===== src/cau_pkg.sv =====
`timescale 1ns / 1ps
`default_nettype none

package cau_pkg;

    localparam int unsigned DATA_W = 16;
    localparam int unsigned BYTE_W = 8;
    localparam int unsigned NIB_W  = 4;

    typedef enum logic [3:0] {
        OP_ADD8    = 4'd0,
        OP_SUB8    = 4'd1,
        OP_ADD16LO = 4'd2,
        OP_ADD16HI = 4'd3,
        OP_SHL     = 4'd4,
        OP_SHR     = 4'd5,
        OP_SAR     = 4'd6,
        OP_ROL     = 4'd7,
        OP_ROR     = 4'd8,
        OP_RCL     = 4'd9,
        OP_RCR     = 4'd10
    } op_t;

    // beat leaving the decode stage: low byte arithmetic already done
    typedef struct packed {
        op_t                 op;
        logic                bad;
        logic [BYTE_W-1:0]   a_lo;
        logic [BYTE_W-1:0]   a_hi;
        logic [BYTE_W-1:0]   b_hi;
        logic                carry_in;
        logic [BYTE_W:0]     lo_sum;    // bit 8: carry out or borrow
        logic                lo_half;   // nibble carry or borrow
    } dec_t;

    // beat leaving the execute stage: value and flags except Z
    typedef struct packed {
        logic [DATA_W-1:0]   value;
        logic                n;
        logic                h;
        logic                c;
        logic                bad;
    } exe_t;

endpackage

`default_nettype wire


===== src/cau_decode.sv =====
`timescale 1ns / 1ps
`default_nettype none

module cau_decode
    import cau_pkg::*;
(
    input  wire logic              aclk,
    input  wire logic              aresetn,
    input  wire logic              in_valid,
    output logic                   in_ready,
    input  wire logic [3:0]        operation,
    input  wire logic [DATA_W-1:0] operand_a,
    input  wire logic [DATA_W-1:0] operand_b,
    input  wire logic              carry_in,
    output logic                   out_valid,
    input  wire logic              out_ready,
    output dec_t                   out_data
);

    logic valid_reg;
    dec_t data_reg;
    dec_t data_next;

    op_t                op;
    logic               cin_eff;
    logic [BYTE_W:0]    a9;
    logic [BYTE_W:0]    b9;
    logic [NIB_W:0]     a5;
    logic [NIB_W:0]     b5;
    logic [NIB_W:0]     nib;

    always_comb begin
        op      = op_t'(operation);
        cin_eff = carry_in & ((operation == OP_ADD8) || (operation == OP_SUB8));
        a9      = {1'b0, operand_a[BYTE_W-1:0]};
        b9      = {1'b0, operand_b[BYTE_W-1:0]};
        a5      = {1'b0, operand_a[NIB_W-1:0]};
        b5      = {1'b0, operand_b[NIB_W-1:0]};

        data_next          = '0;
        data_next.op       = op;
        data_next.bad      = (operation > OP_RCR);
        data_next.a_lo     = operand_a[BYTE_W-1:0];
        data_next.a_hi     = operand_a[DATA_W-1:BYTE_W];
        data_next.b_hi     = operand_b[DATA_W-1:BYTE_W];
        data_next.carry_in = carry_in;

        // 9-bit difference goes negative exactly when b + borrow exceeds a
        if (operation == OP_SUB8) begin
            data_next.lo_sum = a9 - b9 - {{BYTE_W{1'b0}}, cin_eff};
            nib              = a5 - b5 - {{NIB_W{1'b0}}, cin_eff};
        end else begin
            data_next.lo_sum = a9 + b9 + {{BYTE_W{1'b0}}, cin_eff};
            nib              = a5 + b5 + {{NIB_W{1'b0}}, cin_eff};
        end
        data_next.lo_half = nib[NIB_W];
    end

    assign in_ready  = !valid_reg || out_ready;
    assign out_valid = valid_reg;
    assign out_data  = data_reg;

    always_ff @(posedge aclk) begin
        if (!aresetn) begin
            valid_reg <= 1'b0;
        end else if (in_ready) begin
            valid_reg <= in_valid;
        end
        if (in_ready && in_valid) begin
            data_reg <= data_next;
        end
    end

endmodule

`default_nettype wire


===== src/cau_execute.sv =====
`timescale 1ns / 1ps
`default_nettype none

module cau_execute
    import cau_pkg::*;
(
    input  wire logic aclk,
    input  wire logic aresetn,
    input  wire logic in_valid,
    output logic      in_ready,
    input  dec_t      in_data,
    output logic      out_valid,
    input  wire logic out_ready,
    output exe_t      out_data
);

    logic valid_reg;
    exe_t data_reg;
    exe_t data_next;

    logic [BYTE_W:0]   hi_sum;
    logic [NIB_W:0]    hi_nib;
    logic [BYTE_W-1:0] a;
    logic [BYTE_W-1:0] v8;
    logic              c8;

    always_comb begin
        a      = in_data.a_lo;
        // high byte of the 16-bit add, rippled from the low byte carry
        hi_sum = {1'b0, in_data.a_hi} + {1'b0, in_data.b_hi}
               + {{BYTE_W{1'b0}}, in_data.lo_sum[BYTE_W]};
        hi_nib = {1'b0, in_data.a_hi[NIB_W-1:0]} + {1'b0, in_data.b_hi[NIB_W-1:0]}
               + {{NIB_W{1'b0}}, in_data.lo_sum[BYTE_W]};

        data_next = '0;
        v8        = '0;
        c8        = 1'b0;

        if (!in_data.bad) begin
            unique case (in_data.op)
                OP_ADD8: begin
                    v8          = in_data.lo_sum[BYTE_W-1:0];
                    c8          = in_data.lo_sum[BYTE_W];
                    data_next.h = in_data.lo_half;
                end
                OP_SUB8: begin
                    v8          = in_data.lo_sum[BYTE_W-1:0];
                    c8          = in_data.lo_sum[BYTE_W];
                    data_next.h = in_data.lo_half;
                    data_next.n = 1'b1;
                end
                OP_SHL: begin
                    v8 = {a[BYTE_W-2:0], 1'b0};
                    c8 = a[BYTE_W-1];
                end
                OP_SHR: begin
                    v8 = {1'b0, a[BYTE_W-1:1]};
                    c8 = a[0];
                end
                OP_SAR: begin
                    v8 = {a[BYTE_W-1], a[BYTE_W-1:1]};
                    c8 = a[0];
                end
                OP_ROL: begin
                    v8 = {a[BYTE_W-2:0], a[BYTE_W-1]};
                    c8 = a[BYTE_W-1];
                end
                OP_ROR: begin
                    v8 = {a[0], a[BYTE_W-1:1]};
                    c8 = a[0];
                end
                OP_RCL: begin
                    v8 = {a[BYTE_W-2:0], in_data.carry_in};
                    c8 = a[BYTE_W-1];
                end
                OP_RCR: begin
                    v8 = {in_data.carry_in, a[BYTE_W-1:1]};
                    c8 = a[0];
                end
                default: begin
                    v8 = '0;
                    c8 = 1'b0;
                end
            endcase

            if (in_data.op == OP_ADD16LO || in_data.op == OP_ADD16HI) begin
                data_next.value = {hi_sum[BYTE_W-1:0], in_data.lo_sum[BYTE_W-1:0]};
                if (in_data.op == OP_ADD16LO) begin
                    data_next.h = in_data.lo_half;
                    data_next.c = in_data.lo_sum[BYTE_W];
                end else begin
                    data_next.h = hi_nib[NIB_W];
                    data_next.c = hi_sum[BYTE_W];
                end
            end else begin
                data_next.value = {{BYTE_W{1'b0}}, v8};
                data_next.c     = c8;
            end
        end
        data_next.bad = in_data.bad;
    end

    assign in_ready  = !valid_reg || out_ready;
    assign out_valid = valid_reg;
    assign out_data  = data_reg;

    always_ff @(posedge aclk) begin
        if (!aresetn) begin
            valid_reg <= 1'b0;
        end else if (in_ready) begin
            valid_reg <= in_valid;
        end
        if (in_ready && in_valid) begin
            data_reg <= data_next;
        end
    end

endmodule

`default_nettype wire


===== src/cau_flags.sv =====
`timescale 1ns / 1ps
`default_nettype none

module cau_flags
    import cau_pkg::*;
(
    input  wire logic         aclk,
    input  wire logic         aresetn,
    input  wire logic         in_valid,
    output logic              in_ready,
    input  exe_t              in_data,
    output logic              out_valid,
    input  wire logic         out_ready,
    output exe_t              out_data,
    output logic              out_zero
);

    logic valid_reg;
    exe_t data_reg;
    logic zero_reg;
    logic zero_next;

    // undefined codes report Z clear even though the value is zero
    assign zero_next = (in_data.value == '0) && !in_data.bad;

    assign in_ready  = !valid_reg || out_ready;
    assign out_valid = valid_reg;
    assign out_data  = data_reg;
    assign out_zero  = zero_reg;

    always_ff @(posedge aclk) begin
        if (!aresetn) begin
            valid_reg <= 1'b0;
        end else if (in_ready) begin
            valid_reg <= in_valid;
        end
        if (in_ready && in_valid) begin
            data_reg <= in_data;
            zero_reg <= zero_next;
        end
    end

endmodule

`default_nettype wire


===== src/cpu_alu_with_flags_unit.sv =====
// Path: an accepted input beat passes the decode, execute and flags stage registers to the outputs.
// Throughput: one beat per cycle while m_ready stays high; the three-stage register pipeline is the limit.
// A stalled stage holds its beat; empty stages ahead of it still take new beats.
// Reset: synchronous, active low aresetn; clears all stage valid bits, data is not reset.
`timescale 1ns / 1ps
`default_nettype none

module cpu_alu_with_flags_unit
    import cau_pkg::*;
(
    input  wire logic              aclk,
    input  wire logic              aresetn,
    input  wire logic              s_valid,
    output logic                   s_ready,
    input  wire logic [3:0]        s_operation,
    input  wire logic [DATA_W-1:0] s_operand_a,
    input  wire logic [DATA_W-1:0] s_operand_b,
    input  wire logic              s_carry_in,
    output logic                   m_valid,
    input  wire logic              m_ready,
    output logic [DATA_W-1:0]      m_result_value,
    output logic                   m_flag_zero,
    output logic                   m_flag_subtract,
    output logic                   m_flag_half_carry,
    output logic                   m_flag_carry,
    output logic                   m_bad_operation
);

    logic dec_valid;
    logic dec_ready;
    dec_t dec_data;
    logic exe_valid;
    logic exe_ready;
    exe_t exe_data;
    exe_t res_data;

    cau_decode u_decode (
        .aclk      (aclk),
        .aresetn   (aresetn),
        .in_valid  (s_valid),
        .in_ready  (s_ready),
        .operation (s_operation),
        .operand_a (s_operand_a),
        .operand_b (s_operand_b),
        .carry_in  (s_carry_in),
        .out_valid (dec_valid),
        .out_ready (dec_ready),
        .out_data  (dec_data)
    );

    cau_execute u_execute (
        .aclk      (aclk),
        .aresetn   (aresetn),
        .in_valid  (dec_valid),
        .in_ready  (dec_ready),
        .in_data   (dec_data),
        .out_valid (exe_valid),
        .out_ready (exe_ready),
        .out_data  (exe_data)
    );

    cau_flags u_flags (
        .aclk      (aclk),
        .aresetn   (aresetn),
        .in_valid  (exe_valid),
        .in_ready  (exe_ready),
        .in_data   (exe_data),
        .out_valid (m_valid),
        .out_ready (m_ready),
        .out_data  (res_data),
        .out_zero  (m_flag_zero)
    );

    assign m_result_value    = res_data.value;
    assign m_flag_subtract   = res_data.n;
    assign m_flag_half_carry = res_data.h;
    assign m_flag_carry      = res_data.c;
    assign m_bad_operation   = res_data.bad;

endmodule

`default_nettype wire


===== config.mk =====
export PLATFORM = sky130hd
export DESIGN_NAME = cpu_alu_with_flags_unit
export DESIGN_NICKNAME = d
export VERILOG_FILES = /design/src/cau_pkg.sv /design/src/cau_decode.sv /design/src/cau_execute.sv /design/src/cau_flags.sv /design/src/cpu_alu_with_flags_unit.sv
export SDC_FILE = /design/constraint.sdc
export NUM_CORES = 1
export LEC_CHECK = 0
export BUFFER_PORTS_ARGS = -buffer_cell sky130_fd_sc_hd__buf_2
export CAP_MARGIN = 25
export CORE_MARGIN = 2
export CORE_UTILIZATION = 62
export CTS_CLUSTER_DIAMETER = 80
export DETAILED_ROUTE_END_ITERATION = 12
export PLACE_DENSITY_LB_ADDON = 0.15
export SKIP_CTS_REPAIR_TIMING = 1
export SLEW_MARGIN = 30
export SYNTH_ARGS = -nofsm -noshare
export SYNTH_HDL_FRONTEND = slang
export SYNTH_SLANG_ARGS = --single-unit

===== constraint.sdc =====
create_clock -name aclk -period 6.93 [get_ports aclk]
set_clock_uncertainty 0.1 [all_clocks]
set_input_delay 0.3465 -clock aclk [delete_from_list [all_inputs] [get_ports aclk]]
set_output_delay 0.3465 -clock aclk [all_outputs]
set_load 0.1 [all_outputs]

# Word-level counts from Yosys, hierarchy flattened

Index checks and enable logic that the tools add are counted.

Output and inout port bits: 23
Word-level logic and storage cells: 79
Register bits after elaboration: 84

Equal/unequal tests: 11
$add $sub $neg: 12
$lt $le $gt $ge: 1
Bitwise operators: 2
Reduce and logical (&&, ||, !) cells: 20
Multiplexer cells: 10

Operators with widths:

| cell                                                                  | number |
|---|---|
| 8-bit one-hot mux with 8 select lines                                 | 1 |
| 8-bit by 8-bit adder with 9-bit output                                | 2 |
| 9-bit by 1-bit adder with 9-bit output                                | 2 |
| 4-bit by 3-bit equality test with 1-bit output, second input constant | 4 |
| 16-bit logical NOT                                                    | 1 |
| 4-bit equality test, second input constant                            | 3 |
| 4-bit by 4-bit adder with 5-bit output                                | 2 |
| 5-bit by 1-bit adder with 5-bit output                                | 2 |
| 9-bit two-way mux                                                     | 1 |
| 8-bit by 8-bit subtractor with 9-bit output                           | 1 |
| 9-bit by 1-bit subtractor with 9-bit output                           | 1 |
| 4-bit by 1-bit equality test with 1-bit output, second input constant | 2 |
| 4-bit by 2-bit equality test with 1-bit output, second input constant | 2 |
| 4-bit logical NOT                                                     | 2 |
| 8-bit two-way mux                                                     | 1 |
| 1-bit logical OR                                                      | 5 |
| 5-bit two-way mux                                                     | 1 |
| 4-bit by 4-bit subtractor with 5-bit output                           | 1 |
| 5-bit by 1-bit subtractor with 5-bit output                           | 1 |
| 4-bit > comparator, second input constant                             | 1 |
| 1-bit logical AND                                                     | 4 |
| 1-bit logical NOT                                                     | 4 |
| 1-bit two-way mux                                                     | 4 |
| 2-bit OR reduction                                                    | 2 |
| other kinds (6)                                                       | 6 |

# Depth between registers and ports, before layout

Gate-level depths: netlist of the first run.

Depth in word-level cells: 5
Depth in mapped cells: 11

# By module

Synthesis of the first run repeated with hierarchy kept, for this count alone.

Cells, all modules: 344
Area total of the unflattened synthesis: 4,391.7 um^2

By module, submodules not included:

| module      | cells an instance | area an instance (um^2) | instances | seq. area each (um^2) |
|---|---|---|---|---|
| cau_decode  | 178               | 2,228.4                 | 1         | 1,221.2 |
| cau_execute | 134               | 1,447.6                 | 1         | 620.6 |
| cau_flags   | 32                | 715.7                   | 1         | 650.6 |

# Worst setup path after synthesis of the first run

Ideal clock, no wire load.

Path type: register -> register
From: register u_flags.valid_reg, in the netlist u_flags.out_valid
To: register u_decode.data_reg (netlist bit u_decode.out_data[0]), enable pin
Period minus slack after synthesis: 3.607 ns
Arrival: 3.045 ns
Setup slack: 3.323 ns
Stages on the path, launching flop included: 3
Library setup time: 0.462 ns
Cell sequence: dfxtp_1 -> nor2b_1 -> a31oi_1

Word-level cells in the longest chain between the ends: 5

Ends and longest elaborated chain:

| item                   | RTL line           | text |
|---|---|---|
| from (decl)            | cau_flags.sv:18    | `logic valid_reg;` |
| from (signal assigned) | cau_flags.sv:35    | `valid_reg <= in_valid;` |
| 1-bit logical NOT      | cau_flags.sv:26    | `assign in_ready = !valid_reg \|\| out_ready;` |
| 1-bit logical OR       | cau_flags.sv:26    |  |
| 1-bit logical OR       | cau_execute.sv:103 | `assign in_ready = !valid_reg \|\| out_ready;` |
| 1-bit logical OR       | cau_decode.sv:59   | `assign in_ready = !valid_reg \|\| out_ready;` |
| 1-bit logical AND      | cau_decode.sv:69   | `if (in_ready && in_valid) begin` |
| to (signal assigned)   | cau_decode.sv:70   | `data_reg <= data_next;` |
| to (decl)              | cau_decode.sv:21   | `dec_t data_reg;` |

Every way passes these cells.
A chain may end at the register's enable or synchronous reset.

==> flow_metrics.py, run 1 <==
metrics = {
    "run_status": {
        "status": "complete, no violations",
    },
    "global_route": {
        "antenna_found_initial": 0,
        "grt_pass1_vias": 2691,
        "grt_overflow": 0,
        "grt_max_degree": 41,
        "grt_pass1_wl_mm": 12.4,
        "track_usage": 0.212,
    },
    "sta": {
        "fin_crit_ps": 2680,
        "worst_slew_pin_slew_ps": 579,
        "rsz0062_at_grt": "no",
        "hold_viol": 0,
        "tns_ps": 0,
        "maxSlewHeadroom": 0.614,
        "fmax_mhz": 373,
        "final.period_utilization": 0.387,
        "setup_viol": 0,
        "finalMaxSlewViolations": 0,
    },
    "floorplan": {
        "rows": 31,
        "die_area_mm2": 0.00796,
        "die_w_um": 89.2,
        "core-area_mm2": 0.00714,
        "start_util": 0.631,
        "ios": 64,
        "die_h_um": 89.2,
    },
    "logic_synthesis": {
        "ys_seq_area_frac": 0.554,
        "synth.avg_cell_area_um2": 12.2,
        "synth_largest_area_cell": "edfxtp_1",
        "yosysTopAreaCellShare": 0.540,
        "synth_warnings": 0,
        "async_flop_share": 0,
        "syn_area_mm2": 0.00450,
        "syn_nets": 445,
        "synthFlopType": "edfxtp_1",
        "synth_cell_types": 57,
        "synth_seq_cells": 84,
        "syn_inst": 370,
        "synthTopCellsByArea": "edfxtp_1, ha_1, inv_1, fa_1, mux2i_1",
        "synth_edf_count": 81,
    },
    "placement": {
        "hpwlAfterDp_mm": 6.05,
        "post_dp_cell_area_mm2": 0.00492,
        "gp_congestion": 0.895,
        "portBuffers": 63,
    },
    "pwr": {
        "pwr-share-clk": 0.263,
        "p_leak_nw": 2.02,
        "switchingPower_mw": 0.326,
        "ir_drop_mv": 0.121,
        "power_frac_seq": 0.543,
        "intPower_mw": 0.822,
        "total_power_mw": 1.15,
        "powerDensity_mw_per_mm2": 225,
        "p_sw_frac": 0.284,
        "p_comb_frac": 0.194,
    },
    "cells_and_area": {
        "area_growth_pct": 13.3,
        "seq_area_mm2": 0.00249,
        "multiInputGateArea_mm2": 0.00183,
        "final_util": 0.714,
        "fillers": 567,
        "final_cell_area_mm2": 0.00510,
        "nets": 514,
        "final_layout_size_suffix_gt1_frac": 0.203,
        "diodes": 0,
    },
    "clock_network": {
        "worstSkewPairLatency_ps": 350,
        "cts_inserted_buffers": 9,
        "cts_tree": "done",
        "clkTransAtPathRegs_ps": 90,
        "root_buffer": "clkbuf_8",
        "cts_sinks": 84,
        "cts_buffer_depth": 2,
        "htree_levels": 3,
    },
    "worst_hold_path": {
        "min_path_type": "in -> reg",
    },
    "drt": {
        "route.met3.wl_um": 311,
        "wirelength_mm": 7.68,
        "top_layer": "met4",
        "via_per_inst": 5.54,
        "dr.first_iter.drc_count": 207,
        "dr.pass1.iters": 4,
        "wl_met2_mm": 3.70,
        "post-route-drc-count": 0,
        "wl_per_cell_um": 14.1,
        "vias": 3009,
        "antenna_left": 0,
        "wl_met1_mm": 3.51,
    },
    "job": {
        "cap_violations": 0,
    },
    "critical_path": {
        "start_kind": "input port",
        "setup.worst_path.end_class": "register",
        "path_class": "in -> reg",
        "cp_max_fo": 4,
        "arrival_ps": 2650,
        "critPathRequiredTime_ps": 6900,
    },
}
-- synthesized netlist by cell type, types with 3 or more instances --
| master | number |
|---|---|
| a22o_1 | 7 |
| and3_1 | 5 |
| ha_1 | 28 |
| nor2_1 | 23 |
| inv_1 | 35 |
| a21oi_1 | 19 |
| dfxtp_1 | 3 |
| or3_1 | 5 |
| nor4_1 | 4 |
| mux2i_1 | 10 |
| nand2b_1 | 6 |
| a21boi_1 | 3 |
| buf_6 | 3 |
| nor2b_1 | 11 |
| o22ai_1 | 11 |
| nand3_1 | 3 |
| a211oi_1 | 6 |
| edfxtp_1 | 81 |
| a22oi_1 | 4 |
| clkbuf_1 | 3 |
| o21ai_0 | 7 |
| a21o_1 | 3 |
| nand2_1 | 15 |
| xor2_1 | 4 |
| nand4_1 | 3 |
| fa_1 | 6 |
| o21a_1 | 7 |
| o21ai_1 | 5 |
| xnor2_1 | 7 |
| nor3_1 | 6 |
-- logic make-up (layout without fill, tap and decap cells) --
| family | Yosys count | after routing | share of synthesized area |
|---|---|---|---|
| adders and majority gates | 34 | 34 | 0.105 |
| muxes | 10 | 10 | 0.0222 |
| buffers and inverters | 44 | 118 | 0.0423 |
| xor gates and xnor gates | 12 | 12 | 0.0250 |
| and+or+nand+nor | 96 | 96 | 0.117 |
| AOI/OAI and AO/OA | 90 | 90 | 0.135 |
| DFF | 84 | 84 | 0.554 |
-- placed cells by master (no fill, tap or decap), types with 3 or more instances in the layout --
cell type	count
nand2_1	15
o22ai_1	11
a21oi_1	19
o21ai_1	5
buf_2	63
a21o_1	3
inv_1	35
and3_1	5
or3_1	5
nand2b_1	6
mux2i_1	10
nor2b_1	11
nand4_1	3
edfxtp_1	81
nor3_1	6
dfxtp_1	3
a21boi_1	4
a22oi_1	4
clkbuf_8	9
o21ai_0	7
o21a_1	7
xnor2_1	7
fa_1	6
a211oi_1	6
ha_1	28
xor2_1	4
nor4_1	4
nand3_1	3
buf_4	3
nor2_1	23
a22o_1	7
-- metrics by stage --
step | setup slack [ps] | instances | hold WS, ps
final | 4250 | 543 | 63.3
after global routing | 4050 | 543 | 42.4
after CTS | 4250 | 543 | 48.4
after detailed placement | 3890 | 527 | 305
after global placement | 3970 | 527 | 308
after floorplan | 3320 | 370 | 300
-- layer usage --
layer	vias up	GRT usage
met5	-	0
li1	1522	-
met4	0	0.0841
met1	1401	0.285
met3	12	0.0517
met2	74	0.335
-- critical path: stages --
cell,delay [ps]
buf_2,110
nor3_1,460
nand2_1,170
inv_1,100
fa_1,210
inv_1,50
ha_1,290
and2_1,180
o21a_1,200
o2111a_1,240
a211oi_1,220
a211oi_1,100
-- state kept, by name, summed over array words and instances (netlist names) --
register	count
u_flags.out_valid	1
u_decode.out_valid	1
u_execute.out_valid	1
u_flags.out_zero	1
u_flags.out_data	20
u_decode.out_data	40
u_execute.out_data	20
-- power groups by stage --
stage	registers (mW)	logic, mW	clock network, mW
final	0.623	0.223	0.302
after global placement	0.632	0.217	0
after CTS	0.622	0.223	0.308
after floorplan	0.642	0.155	0
after global routing	0.626	0.249	0.331
after detailed placement	0.634	0.222	0
-- final timing paths --
| kind | from | endpoint | slack [ps] | depth (start not counted) |
|---|---|---|---|---|
| worst max-delay path | s_operation[3] | u_decode.out_data[8] | 4250 | 12 |
| worst min-delay path | s_operand_b[13] | u_decode.out_data[16] | 60 | 1 |
| worst max register to register | u_decode.out_data[9] | u_execute.out_data[18] | 4500 | 9 |
| worst min register to register | u_execute.out_data[3] | u_flags.out_data[3] | 320 | 0 |
-- area by class of cell --
class,instances,share of cell area
Sequential cell,84,0.489
Multi-Input combinational cell,242,0.360
Timing Repair Buffer,66,0.0663
Inverter,36,0.0265
Clock buffer,9,0.0243
Tap cell,99,0.0243
Clock inverter,7,0.0101
No activity file was read; power rests on OpenSTA's default activity.
==> inputs of run 2 (changes only) <==
--- a/config.mk
+++ b/config.mk
@@ -8,7 +8,7 @@
 export BUFFER_PORTS_ARGS = -buffer_cell sky130_fd_sc_hd__buf_2
 export CAP_MARGIN = 25
 export CORE_MARGIN = 2
-export CORE_UTILIZATION = 62
+export CORE_UTILIZATION = 52
 export CTS_CLUSTER_DIAMETER = 80
 export DETAILED_ROUTE_END_ITERATION = 12
 export PLACE_DENSITY_LB_ADDON = 0.15
==> constraint.sdc (replaced) <==
create_clock -name aclk -period 2.4 [get_ports aclk]
set_clock_uncertainty 0.1 [all_clocks]
set_input_delay 0.12 -clock aclk [delete_from_list [all_inputs] [get_ports aclk]]
set_output_delay 0.12 -clock aclk [all_outputs]
set_load 0.1 [all_outputs]
==> run 2 against run 1 <==
- the run now ends with hold timing left
- clock power grew to 3.3 times the previous value
- critical endpoint is now u_execute.out_data[18]
- global-route usage shrank 3.2 points
- largest cell class unchanged
- non-clock buffer count grew 41
- register-to-register slack lost 4400 ps
- critical path type is now reg -> reg
- combinational power grew to 3.2 times the previous value
- flip-flop and latch count is the same
- first-iteration DRC count grew 14%
- final cell count grew 8.7%
==> flow_metrics.py, run 2 (synthesized netlist as in run 1, its figures left out) <==
metrics = {
    "cells_and_area": {
        "layout_common_cells": "edfxtp_1, buf_2, inv_1",
        "final_layout_size_suffix_gt1_frac": 0.214,
        "area_growth_pct": 22.9,
        "final_cell_area_mm2": 0.00553,
        "stdcell_count": 590,
        "final_common_cell": "edfxtp_1",
        "diodes": 0,
        "nets": 555,
        "largest_reg_flops": 40,
    },
    "sta": {
        "finalMaxSlewViolations": 0,
        "fin_ws_ps": 139,
        "tns_ps": 0,
        "final.period_utilization": 0.942,
        "fin_crit_ps": 2260,
        "holdWs_ps": -15.0,
        "fmax_mhz": 442,
        "rsz0062_at_grt": "no",
        "setup_viol": 0,
        "hold_viol": 1,
        "worst_slew_pin_slew_ps": 669,
        "maxSlewHeadroom": 0.553,
    },
    "critical_path": {
        "path_cells": "inv_2, fa_1, inv_1, fa_2, a211oi_2, o21bai_1, a21oi_1, xor2_1, nor2_1",
        "crit_slowest_cell": "edfxtp_1",
        "path_buf_inv": 2,
        "arrival_ps": 2260,
        "critPathRequiredTime_ps": 2400,
        "worst_r2r_startpoint": "u_decode.out_data[9]",
        "cp_max_fo": 2,
        "startpoint": "u_decode.out_data[9]",
        "crit_family": "compound AO/OA/AOI/OAI gates",
        "crit_path_max_incr_delay_ps": 400,
        "path_class": "reg -> reg",
        "start_kind": "register",
        "setup.worst_path.end_class": "register",
    },
    "run_status": {
        "violations": "hold timing",
        "status": "complete, but fails checks",
    },
    "global_route": {
        "antenna_found_initial": 0,
        "grt_overflow": 0,
        "grt_pass1_vias": 2987,
        "grt_max_degree": 41,
        "track_usage": 0.180,
        "grt_pass1_wl_mm": 13.6,
    },
    "floorplan": {
        "start_util": 0.542,
        "rows": 33,
        "die_h_um": 97.0,
        "die_area_mm2": 0.00941,
        "core-area_mm2": 0.00830,
        "ios": 64,
        "die_w_um": 97.0,
    },
    "clock_network": {
        "worstSkewPairLatency_ps": 350,
        "cts_tree": "done",
        "root_buffer": "clkbuf_8",
        "clkTransAtPathRegs_ps": 80,
        "cts_buffer_depth": 2,
        "cts_inserted_buffers": 9,
        "htree_levels": 3,
        "cts_sinks": 84,
    },
    "placement": {
        "dp_cells": 544,
        "hpwlAfterDp_mm": 6.35,
        "portBuffers": 63,
        "post_dp_cell_area_mm2": 0.00502,
        "gp_congestion": 0.857,
        "dp_slack_ps": -130,
    },
    "drt": {
        "antenna_left": 0,
        "post-route-drc-count": 0,
        "dr.first_iter.drc_count": 235,
        "wl_per_cell_um": 14.2,
        "wirelength_mm": 8.41,
        "vias": 3236,
        "via_per_inst": 5.48,
        "dr.pass1.iters": 4,
    },
    "worst_hold_path": {
        "hp-start": "s_valid",
        "min_path_type": "in -> reg",
    },
    "pwr": {
        "powerDensity_mw_per_mm2": 633,
        "p_leak_nw": 2.21,
        "ir_drop_mv": 0.282,
    },
    "job": {
        "cap_violations": 0,
    },
}
==> run 2: final timing paths <==
| check | slack (ps) | cells after the start | to |
|---|---|---|---|
| setup reg to reg | 140 | 9 | u_execute.out_data[18] |
| hold reg to reg | 330 | 0 | u_flags.out_data[1] |
| hold / removal | -10 | 3 | u_decode.out_valid |
| setup / recovery | 140 | 9 | u_execute.out_data[18] |
==> run 2: routing by layer <==
metal / global-route usage / wire length, um / part of all wire / up-vias
li1: - / - / - / 1597
met1: 0.232 / 3730 / 0.44 / 1530
met2: 0.292 / 4090 / 0.49 / 90
met3: 0.0376 / 401 / 0.048 / 19
met4: 0.0867 / 187 / 0.022 / 0
met5: 0 / 0 / 0 / -
==> run 2: cell type report <==
class / instances / area, um^2
well taps: 105 / 131
repair buffers: 107 / 721
clock buffers: 9 / 124
multi-input cells: 242 / 1850
inverters: 36 / 135
fillers: 664 / 2770
flip-flops and latches: 84 / 2490
clock inverters: 7 / 73.8
==> run 2: through the flow <==
step	power, mW	utilization
6_report	3.50	0.666
3_3_place_gp	2.48	0.604
3_5_place_dp	2.49	0.604
4_1_cts	3.47	0.628
5_1_grt	3.68	0.666
2_1_floorplan	2.30	-
==> run 2: worst min-delay path, cell delays in order <==
cell	delay, ps
buf_2	80
inv_1	60
a21boi_0	150
==> run 2: power breakdown <==
group | internal (mW) | leakage (nW) | switching [mW]
clock network | 0.484 | 0.0899 | 0.505
logic | 0.319 | 1.35 | 0.400
registers | 1.73 | 0.767 | 0.0662
